===== src/hw/rtl/ihexd_pkg.sv =====
// ----------------------------------------------------------------------------
// ihexd_pkg: shared constants, types and helpers
// Codes, reset values and request types of the Intel HEX record decoder.
// ----------------------------------------------------------------------------
package ihexd_pkg;

	localparam int MAX_RECORD_DEF = 32;

	localparam int IMG_SIZE_W = 17;
	localparam logic [IMG_SIZE_W-1:0] IMG_SIZE_RST = 17'h10000;
	localparam logic REG_IMAGE_SIZE = 1'b0;

	localparam logic OP_CHAR = 1'b0;
	localparam logic OP_END  = 1'b1;

	localparam logic KIND_WRITE  = 1'b0;
	localparam logic KIND_STATUS = 1'b1;

	localparam logic STAT_OK  = 1'b0;
	localparam logic STAT_ERR = 1'b1;

	localparam logic [7:0] CH_COLON = 8'h3A;
	localparam logic [7:0] CH_NL    = 8'h0A;

	localparam logic [1:0] VER_DATA = 2'd0;
	localparam logic [1:0] VER_END  = 2'd1;
	localparam logic [1:0] VER_ERR  = 2'd2;

	localparam logic [9:0]  POS_MAX   = 10'd1023;
	localparam logic [10:0] HDR_LAST  = 11'd10;
	localparam logic [10:0] HDR_NEED  = 11'd11;
	localparam logic [8:0]  WORD_MARK = 9'h100;

	typedef struct packed {
		logic       fin;
		logic       at_end;
		logic [1:0] verdict;
		logic [7:0] count;
		logic [15:0] addr;
	} line_rpt_t;

	typedef struct packed {
		logic       we;
		logic [7:0] idx;
		logic [7:0] data;
	} buf_wr_t;

	function automatic logic [4:0] hex_value(input logic [7:0] c);
		logic [4:0] r;
		r = 5'd16;
		if (c >= 8'h30 && c <= 8'h39) r = 5'(c - 8'h30);
		else if (c >= 8'h41 && c <= 8'h46) r = 5'(c - 8'h37);
		else if (c >= 8'h61 && c <= 8'h66) r = 5'(c - 8'h57);
		return r;
	endfunction

endpackage


===== src/hw/rtl/intel_hex_record_decoder_core.sv =====
// ----------------------------------------------------------------------------
// intel_hex_record_decoder_core: Intel HEX record decoder
// Input channel item_valid/item_stall carries one character (operation 0)
// or end of stream (operation 1). Output channel result_valid/result_stall
// carries word writes (kind 0, value 0x100 + byte) and one final status
// (kind 1). A character is taken every cycle while a line is parsed, also
// while a finished request still waits at the output. At a newline the
// line is judged in the same cycle; a good data record of N bytes then
// holds the input while the buffer memory is read one entry per cycle
// through its single read port, pausing while a stalled output request
// waits. A status result holds the input until the output is free.
// After the status, every input is taken and dropped until reset.
// Reset clears the parser and sequencer and sets image_size to 65536;
// the buffer memory needs no clearing. A stalled output request holds
// its payload; the drain pauses behind it.
// ----------------------------------------------------------------------------
module intel_hex_record_decoder_core import ihexd_pkg::*; #(
	parameter int MAX_RECORD = MAX_RECORD_DEF
) (
	input  logic        clk,
	input  logic        arst_n,
	input  logic        psel,
	input  logic        penable,
	input  logic        pwrite,
	input  logic [2:0]  paddr,
	input  logic [31:0] pwdata,
	output logic [31:0] prdata,
	output logic        pready,
	input  logic        item_valid,
	output logic        item_stall,
	input  logic        operation,
	input  logic [7:0]  character,
	output logic        result_valid,
	input  logic        result_stall,
	output logic        kind,
	output logic [15:0] word_address,
	output logic [8:0]  word_value,
	output logic        status,
	output logic        last
);

	localparam int IDX_W = (MAX_RECORD > 1) ? $clog2(MAX_RECORD) : 1;

	logic [IMG_SIZE_W-1:0] image_size_q;
	logic                  parse_en;
	logic                  take;
	line_rpt_t             rpt;
	buf_wr_t               wr;
	logic                  re;
	logic [IDX_W-1:0]      ridx;
	logic [7:0]            rdata;

	assign pready = 1'b1;
	assign prdata = (paddr[2] == REG_IMAGE_SIZE) ?
		{{(32-IMG_SIZE_W){1'b0}}, image_size_q} : 32'd0;

	always_ff @(posedge clk or negedge arst_n) begin
		if (!arst_n) begin
			image_size_q <= IMG_SIZE_RST;
		end else if (psel && penable && pwrite && pready &&
				paddr[2] == REG_IMAGE_SIZE) begin
			image_size_q <= pwdata[IMG_SIZE_W-1:0];
		end
	end

	assign take = item_valid && !item_stall && parse_en;

	ihexd_parse #(.MAX_RECORD(MAX_RECORD)) u_parse (
		.clk        (clk),
		.arst_n     (arst_n),
		.take       (take),
		.operation  (operation),
		.character  (character),
		.image_size (image_size_q),
		.rpt        (rpt),
		.wr         (wr)
	);

	ihexd_buf #(.MAX_RECORD(MAX_RECORD), .IDX_W(IDX_W)) u_buf (
		.clk   (clk),
		.wr    (wr),
		.re    (re),
		.ridx  (ridx),
		.rdata (rdata)
	);

	ihexd_seq #(.MAX_RECORD(MAX_RECORD), .IDX_W(IDX_W)) u_seq (
		.clk          (clk),
		.arst_n       (arst_n),
		.rpt          (rpt),
		.parse_en     (parse_en),
		.item_stall   (item_stall),
		.re           (re),
		.ridx         (ridx),
		.rdata        (rdata),
		.result_valid (result_valid),
		.result_stall (result_stall),
		.kind         (kind),
		.word_address (word_address),
		.word_value   (word_value),
		.status       (status),
		.last         (last)
	);

endmodule


===== src/hw/rtl/ihexd_buf.sv =====
// ----------------------------------------------------------------------------
// ihexd_buf: record data buffer
// One write port from the parser, one registered read port for the drain.
// ----------------------------------------------------------------------------
module ihexd_buf import ihexd_pkg::*; #(
	parameter int MAX_RECORD = MAX_RECORD_DEF,
	parameter int IDX_W      = 5
) (
	input  logic             clk,
	input  buf_wr_t          wr,
	input  logic             re,
	input  logic [IDX_W-1:0] ridx,
	output logic [7:0]       rdata
);

	logic [7:0] mem [MAX_RECORD];

	always_ff @(posedge clk) begin
		if (wr.we) begin
			mem[wr.idx[IDX_W-1:0]] <= wr.data;
		end
		if (re) begin
			rdata <= mem[ridx];
		end
	end

endmodule


===== src/hw/rtl/ihexd_parse.sv =====
// ----------------------------------------------------------------------------
// ihexd_parse: line parser
// Decodes hex pairs of one line, stores data bytes and judges the line.
// ----------------------------------------------------------------------------
module ihexd_parse import ihexd_pkg::*; #(
	parameter int MAX_RECORD = MAX_RECORD_DEF
) (
	input  logic                  clk,
	input  logic                  arst_n,
	input  logic                  take,
	input  logic                  operation,
	input  logic [7:0]            character,
	input  logic [IMG_SIZE_W-1:0] image_size,
	output line_rpt_t             rpt,
	output buf_wr_t               wr
);

	logic [9:0]  pos_q;
	logic [3:0]  hi_q;
	logic [7:0]  cnt_q;
	logic [15:0] addr_q;
	logic [7:0]  type_q;
	logic [7:0]  sum_q;
	logic        bad_q;
	logic        pend_q;

	logic [4:0]  hv;
	logic        dig_bad;
	logic [3:0]  nib;
	logic [7:0]  byte_val;
	logic [10:0] lim;
	logic [10:0] need;
	logic        in_range;
	logic [9:0]  pos_m2;
	logic [8:0]  k;
	logic [8:0]  j;
	logic [16:0] span;
	logic        is_char;
	logic        is_nl;
	logic        step;

	always_comb begin
		hv       = hex_value(character);
		dig_bad  = hv[4];
		nib      = dig_bad ? 4'd0 : hv[3:0];
		byte_val = {hi_q, nib};
		lim      = HDR_LAST + {2'b00, cnt_q, 1'b0};
		need     = HDR_NEED + {2'b00, cnt_q, 1'b0};
		in_range = (pos_q != 10'd0) && ({1'b0, pos_q} <= lim);
		pos_m2   = pos_q - 10'd2;
		k        = pos_m2[9:1];
		j        = k - 9'd4;
		span     = {1'b0, addr_q} + {9'd0, cnt_q};
		is_char  = take && (operation == OP_CHAR);
		is_nl    = is_char && (character == CH_NL);
		step     = is_char && !is_nl;
	end

	always_comb begin
		rpt.fin    = take && ((operation == OP_END) || is_nl);
		rpt.at_end = (operation == OP_END);
		rpt.count  = cnt_q;
		rpt.addr   = addr_q;
		if (operation == OP_END && !pend_q) begin
			rpt.verdict = VER_END;
		end else if (bad_q || ({1'b0, pos_q} < need) || (sum_q != 8'd0) ||
				(type_q > 8'd1)) begin
			rpt.verdict = VER_ERR;
		end else if (type_q == 8'd1) begin
			rpt.verdict = VER_END;
		end else if (span > image_size) begin
			rpt.verdict = VER_ERR;
		end else begin
			rpt.verdict = VER_DATA;
		end
	end

	always_comb begin
		wr.we   = step && in_range && !pos_q[0] && (k >= 9'd4) &&
			(j < {1'b0, cnt_q}) && (j < 9'(MAX_RECORD));
		wr.idx  = j[7:0];
		wr.data = byte_val;
	end

	always_ff @(posedge clk or negedge arst_n) begin
		if (!arst_n) begin
			pos_q  <= '0;
			hi_q   <= '0;
			cnt_q  <= '0;
			addr_q <= '0;
			type_q <= '0;
			sum_q  <= '0;
			bad_q  <= 1'b0;
			pend_q <= 1'b0;
		end else if (rpt.fin) begin
			pos_q  <= '0;
			hi_q   <= '0;
			cnt_q  <= '0;
			addr_q <= '0;
			type_q <= '0;
			sum_q  <= '0;
			bad_q  <= 1'b0;
			pend_q <= 1'b0;
		end else if (step) begin
			pend_q <= 1'b1;
			if (pos_q == 10'd0) begin
				if (character != CH_COLON) bad_q <= 1'b1;
			end else if (in_range) begin
				if (dig_bad) bad_q <= 1'b1;
				if (pos_q[0]) begin
					hi_q <= nib;
				end else begin
					sum_q <= sum_q + byte_val;
					case (k)
						9'd0: begin
							cnt_q <= byte_val;
							if (byte_val > 8'(MAX_RECORD)) bad_q <= 1'b1;
						end
						9'd1: addr_q[15:8] <= byte_val;
						9'd2: addr_q[7:0] <= byte_val;
						9'd3: type_q <= byte_val;
						default: ;
					endcase
				end
			end
			if (pos_q != POS_MAX) pos_q <= pos_q + 10'd1;
		end
	end

endmodule


===== src/hw/rtl/ihexd_seq.sv =====
// ----------------------------------------------------------------------------
// ihexd_seq: result sequencer
// Drains buffered bytes as word writes, issues the final status.
// ----------------------------------------------------------------------------
module ihexd_seq import ihexd_pkg::*; #(
	parameter int MAX_RECORD = MAX_RECORD_DEF,
	parameter int IDX_W      = 5
) (
	input  logic             clk,
	input  logic             arst_n,
	input  line_rpt_t        rpt,
	output logic             parse_en,
	output logic             item_stall,
	output logic             re,
	output logic [IDX_W-1:0] ridx,
	input  logic [7:0]       rdata,
	output logic             result_valid,
	input  logic             result_stall,
	output logic             kind,
	output logic [15:0]      word_address,
	output logic [8:0]       word_value,
	output logic             status,
	output logic             last
);

	localparam logic [1:0] ST_IDLE   = 2'd0;
	localparam logic [1:0] ST_DRAIN  = 2'd1;
	localparam logic [1:0] ST_STATUS = 2'd2;
	localparam logic [1:0] ST_DONE   = 2'd3;

	logic [1:0]  st_q;
	logic [7:0]  cnt_q;
	logic [15:0] base_q;
	logic        at_end_q;
	logic        err_q;
	logic [7:0]  issue_q;
	logic        rd_pending_s1;
	logic [15:0] addr_s1;
	logic        last_s1;

	logic out_free;
	logic consume;
	logic issue;
	logic drain_done;

	always_comb begin
		out_free   = !result_valid || !result_stall;
		consume    = rd_pending_s1 && out_free;
		issue      = (st_q == ST_DRAIN) && (issue_q != cnt_q) &&
			(!rd_pending_s1 || consume);
		drain_done = (st_q == ST_DRAIN) && (issue_q == cnt_q) &&
			(!rd_pending_s1 || consume);
		parse_en   = (st_q == ST_IDLE);
		item_stall = (st_q == ST_DRAIN) || (st_q == ST_STATUS);
		re         = issue;
		ridx       = issue_q[IDX_W-1:0];
	end

	always_ff @(posedge clk or negedge arst_n) begin
		if (!arst_n) begin
			st_q          <= ST_IDLE;
			cnt_q         <= '0;
			base_q        <= '0;
			at_end_q      <= 1'b0;
			err_q         <= 1'b0;
			issue_q       <= '0;
			rd_pending_s1 <= 1'b0;
		end else begin
			case (st_q)
				ST_IDLE: begin
					if (rpt.fin) begin
						cnt_q    <= rpt.count;
						base_q   <= rpt.addr;
						at_end_q <= rpt.at_end;
						issue_q  <= '0;
						case (rpt.verdict)
							VER_DATA: begin
								err_q <= 1'b0;
								if (rpt.count != 8'd0) st_q <= ST_DRAIN;
								else if (rpt.at_end) st_q <= ST_STATUS;
							end
							VER_END: begin
								err_q <= 1'b0;
								st_q  <= ST_STATUS;
							end
							default: begin
								err_q <= 1'b1;
								st_q  <= ST_STATUS;
							end
						endcase
					end
				end
				ST_DRAIN: begin
					if (issue) issue_q <= issue_q + 8'd1;
					if (drain_done) st_q <= at_end_q ? ST_STATUS : ST_IDLE;
				end
				ST_STATUS: begin
					if (out_free) st_q <= ST_DONE;
				end
				default: st_q <= ST_DONE;
			endcase
			if (issue) rd_pending_s1 <= 1'b1;
			else if (consume) rd_pending_s1 <= 1'b0;
		end
	end

	always_ff @(posedge clk) begin
		if (issue) begin
			addr_s1 <= base_q + {8'd0, issue_q};
			last_s1 <= !at_end_q && ((issue_q + 8'd1) == cnt_q);
		end
	end

	always_ff @(posedge clk or negedge arst_n) begin
		if (!arst_n) begin
			result_valid <= 1'b0;
		end else if (out_free) begin
			result_valid <= consume || (st_q == ST_STATUS);
		end
	end

	always_ff @(posedge clk) begin
		if (consume) begin
			kind         <= KIND_WRITE;
			word_address <= addr_s1;
			word_value   <= WORD_MARK | {1'b0, rdata};
			status       <= STAT_OK;
			last         <= last_s1;
		end else if (out_free && st_q == ST_STATUS) begin
			kind         <= KIND_STATUS;
			word_address <= '0;
			word_value   <= '0;
			status       <= err_q ? STAT_ERR : STAT_OK;
			last         <= 1'b1;
		end
	end

`ifndef SYNTHESIS
	a_rd_in_drain: assert property (@(posedge clk) disable iff (!arst_n)
		rd_pending_s1 |-> (st_q == ST_DRAIN))
		else $error("read in flight outside drain");
	a_issue_bound: assert property (@(posedge clk) disable iff (!arst_n)
		(st_q == ST_DRAIN) |-> (issue_q <= cnt_q))
		else $error("drain index past record count");
	a_status_last: assert property (@(posedge clk) disable iff (!arst_n)
		(result_valid && kind == KIND_STATUS) |-> last)
		else $error("status request without last");
	a_done_sticky: assert property (@(posedge clk) disable iff (!arst_n)
		(st_q == ST_DONE) |=> (st_q == ST_DONE))
		else $error("left finished state");
`endif

endmodule


===== config.mk =====
export PLATFORM = sky130hd
export DESIGN_NAME = intel_hex_record_decoder_core
export DESIGN_NICKNAME = d
export VERILOG_FILES = /design/src/hw/rtl/ihexd_pkg.sv /design/src/hw/rtl/intel_hex_record_decoder_core.sv /design/src/hw/rtl/ihexd_buf.sv /design/src/hw/rtl/ihexd_parse.sv /design/src/hw/rtl/ihexd_seq.sv
export SDC_FILE = /design/constraint.sdc
export NUM_CORES = 1
export LEC_CHECK = 0
export ABC_AREA = 1
export BUFFER_PORTS_ARGS = -buffer_cell sky130_fd_sc_hd__buf_2
export CAP_MARGIN = 5
export CORE_ASPECT_RATIO = 1.2
export CORE_UTILIZATION = 45
export DETAILED_ROUTE_END_ITERATION = 6
export GPL_TIMING_DRIVEN = 0
export SLEW_MARGIN = 20
export SYNTH_ARGS = -nofsm -noshare
export SYNTH_HDL_FRONTEND = slang
export SYNTH_SLANG_ARGS = --single-unit

===== constraint.sdc =====
create_clock -name clk -period 6.8 [get_ports clk]
set_input_delay 0.68 -clock clk [delete_from_list [all_inputs] [get_ports clk]]
set_output_delay 0.68 -clock clk [all_outputs]
set_load 0.03 [all_outputs]

==> impl_metrics.yaml <==
critical_path:
  crit_top_cell: "nand2_1"
  reg2reg_depth: 20
  worstPathRequired_ns: 7.00
  startpoint_type: "flop"
  r2r-end: "u_buf.mem[23][3]$_DFFE_PP_"
  rr_startpoint: "u_parse.pos_q[1]$_DFFE_PN0P_"
  cp.arrival_ns: 4.90
  end_kind: "flop"
  slowest_stage: "nor2_1"
  crit_chain: "inv_1 > ha_1 > xnor2_2 > ha_1 > inv_1 > nor2_1 > nor2_1 > inv_1 > ha_1 > nand2_1 > nor2_1 > nand3_1 > o2111ai_1 > nand2_1 > nand2_1 > nand2_1 > nand2_1 > nand2_1 > nand3_4 > nor2_1"
  rrSetupSlack_ns: 2.10
  crit_type: "flop to flop"
  cp_max_fo: 9
  cpPeakStageDelay_ns: 0.77
placement:
  pre_cts_ws_ns: 2.04
  hpwl_um: 38300
  routabilityCongestion: 0.938
  io_buffers: 79
  placed_area_um2: 21600
  placed_cells: 2627
floorplanning:
  initial_utilization_pct: 45.9
  core_area_um2: 44100
  pin_count: 114
  die_h_um: 234
  die-area_um2: 45900
  fp.dieW_um: 196
  core.rowCount: 84
pwr:
  power.density_nw_per_um2: 375
  leakage_nw: 9.40
  comb_power_share_pct: 35.1
  p_int_mw: 5.29
  p_sw_share_pct: 38.8
  clock_power_share_pct: 29.1
  p_seq_share_pct: 35.8
  peakVddDrop_mv: 0.194
  total_power_mw: 8.64
  p_switching_mw: 3.35
cells_and_area:
  layout.cells.most_common: "nor2_1"
  drive_above_1_share_pct: 11.7
  num_antenna_cells: 0
  post-route-util_pct: 52.2
  final_cell_mix: "nor2_1 (307), edfxtp_1 (306), nand2_1 (257)"
  seq_area_um2: 12000
  final_nets: 2245
  stdcell_area_um2: 23100
  areaGrowthSynthToFinish_pct: 13.7
  multi_input_area_um2: 7170
  fillers: 3973
  final_cells: 2707
clock_network:
  cts_setup_buffers: 0
  cts.sinks: 420
  cts_hold_repair.buffers: 0
  htreeDepth: 2
  path_clk_slew_ns: 0.06
  clk_latency_ns: 0.58
  cts-buffers-inserted: 44
  cts_tree: "built"
  clock_tree.buffer_depth: 3
  cts_resized: 0
  cts_root_buffer: "clkbuf_16"
sta:
  relSlewSlack_pct: 26.8
  worst_pin_slew_ns: 1.10
  drv_slew: 0
  holdWs_ns: 0.0933
  rsz0062_at_grt: "no"
  timing.fmax_mhz: 213
  setup_viol: 0
  setup_tns_ns: 0
  worst_slack_ns: 2.10
  fin_crit_ns: 4.70
  skew_ns: 0.0207
  fin_crit_sh_pct: 69.1
  hold_viol: 0
status:
  status: "completed"
global_routing:
  antenna_found_initial: 0
  first_global_vias: 14400
  grt_max_degree: 66
  grt_pass1_wl_um: 83500
  grtUsageTotal_pct: 24.2
  gr-total-overflow: 0
routing:
  drcViolationCount: 0
  viasPerCell: 5.46
  wirelength_um: 54700
  drt_pass1_iterations: 6
  drtIter0Drc: 1131
  vias: 14800
  routedWlPerCell_um: 20.2
  drtAntennaViolNets: 0
min_path:
  hold_path.class: "primary input to async pin"
run:
  maxCapViolCount: 0
synthesis:
  synth_edf_count: 306
  yosysUniqueCellTypes: 57
  synth_seq_area_share_pct: 59.3
  synth_seq_cells: 420
  mappedNetlistArea_um2: 20300
  synth-async-reset-ratio_pct: 26.4
  syn_inst: 1971
  synth.yosys.warnings: 0
  syn_area_per_cell_um2: 10.3
  synthFlopType: "edfxtp_1"
worst max-delay path by stage:
stage	startpoint	slack (ns)	to	cells after the start
after floorplan	character[0]	2.76	u_parse.sum_q[6]$_DFFE_PN0P_	14
after global placement	character[0]	0.09	u_parse.sum_q[6]$_DFFE_PN0P_	16
after detailed placement	u_parse.pos_q[1]$_DFFE_PN0P_	2.04	u_buf.mem[23][3]$_DFFE_PP_	20
after CTS	u_parse.pos_q[1]$_DFFE_PN0P_	2.04	u_buf.mem[23][2]$_DFFE_PP_	20
after global routing	u_parse.pos_q[1]$_DFFE_PN0P_	1.65	u_buf.mem[23][3]$_DFFE_PP_	20
final	u_parse.pos_q[1]$_DFFE_PN0P_	2.10	u_buf.mem[23][3]$_DFFE_PP_	20
flip-flops by register name, summed over array words and instances (netlist names), 2 cells and up:
signal and flops:
u_buf.mem 256, image_size_q 17, u_parse.addr_q 16, u_seq.addr_s1 16, u_seq.base_q 16, u_seq.word_address 16, u_parse.pos_q 10, u_seq.word_value 9
u_buf.rdata 8, u_parse.cnt_q 8, u_parse.sum_q 8, u_parse.type_q 8, u_seq.cnt_q 8, u_seq.issue_q 8, u_parse.hi_q 4, u_seq.st_q 2
worst max-delay path, delay by kind of cell (launching register included):
| family | cells | cell delay (ns) |
|---|---|---|
| simple gates | 12 | 2.01 |
| fa+ha+maj | 3 | 0.85 |
| buf+inv | 3 | 0.45 |
| flops | 1 | 0.46 |
| compound gates | 1 | 0.09 |
| xor+xnor | 1 | 0.44 |
power by group through the flow:
stage / clock [mW] / combinational [mW] / sequential, mW
after floorplan: 0 / 1.88 / 3.20
after global placement: 0 / 2.92 / 3.15
after detailed placement: 0 / 2.99 / 3.14
after CTS: 2.56 / 3.01 / 3.09
after global routing: 2.65 / 3.29 / 3.11
final: 2.52 / 3.03 / 3.09
cell usage after synthesis, types with 3 or more instances:
| master | instances | share of area, % |
|---|---|---|
| nor2_2 | 4 | 0.12 |
| buf_2 | 7 | 0.17 |
| dfxtp_1 | 3 | 0.30 |
| nor4_1 | 6 | 0.19 |
| nand3_4 | 5 | 0.43 |
| nand3b_1 | 3 | 0.11 |
| o21ai_1 | 17 | 0.42 |
| o31ai_1 | 8 | 0.30 |
| clkbuf_1 | 60 | 1.1 |
| inv_1 | 174 | 3.2 |
| buf_6 | 4 | 0.22 |
| xor2_1 | 43 | 1.9 |
| o21ai_2 | 16 | 0.69 |
| nand2_2 | 8 | 0.25 |
| nand3_1 | 91 | 2.2 |
| buf_1 | 7 | 0.13 |
| nand4_1 | 16 | 0.49 |
| xnor2_1 | 17 | 0.73 |
| dfrtp_1 | 110 | 14 |
| a21oi_1 | 65 | 1.6 |
| nor3_1 | 13 | 0.32 |
| fa_1 | 3 | 0.30 |
| o221ai_1 | 10 | 0.43 |
| buf_4 | 16 | 0.59 |
| inv_2 | 11 | 0.20 |
| o21ai_0 | 184 | 4.5 |
| mux2i_1 | 8 | 0.40 |
| ha_1 | 77 | 4.8 |
| a22o_1 | 3 | 0.13 |
| nand2_1 | 257 | 4.8 |
| edfxtp_1 | 306 | 45 |
| nor2_1 | 308 | 5.7 |
| o22ai_1 | 70 | 2.2 |
| or2_2 | 3 | 0.093 |
| nand3_2 | 6 | 0.30 |
final cells by class:
type / count / area share (%)
plain buffers: 94 / 1.96
clock buffers: 52 / 4.99
clock inverters: 28 / 1.49
inverters: 187 / 3.04
multi-input cells: 1284 / 31.1
flip-flops and latches: 420 / 52.2
well taps: 559 / 3.03
repair buffers: 83 / 2.19
layer usage:
layer | GRT usage [%] | share of wire, % | routed length, um
met1 | 29.7 | 40 | 22000
met2 | 42.2 | 50 | 27100
met3 | 3.60 | 6.2 | 3370
met4 | 11.2 | 4.2 | 2280
met5 | 0 | 0 | 0
cell families (layout without fill, tap and decap cells):
| logic type | after synthesis | count (layout) | share of synthesized area, % |
|---|---|---|---|
| AO/OA/AOI/OAI | 388 | 388 | 10.9 |
| XOR/XNOR | 64 | 64 | 2.97 |
| adder cells (fa/ha/maj) | 80 | 80 | 5.05 |
| buffers and inverters | 281 | 444 | 5.69 |
| flip-flops | 420 | 420 | 59.3 |
| multiplexers | 8 | 8 | 0.395 |
| other | 2 | 16 | 0.0371 |
| AND/OR/NAND/NOR | 728 | 728 | 15.6 |
(Power assumes the default switching activity.)
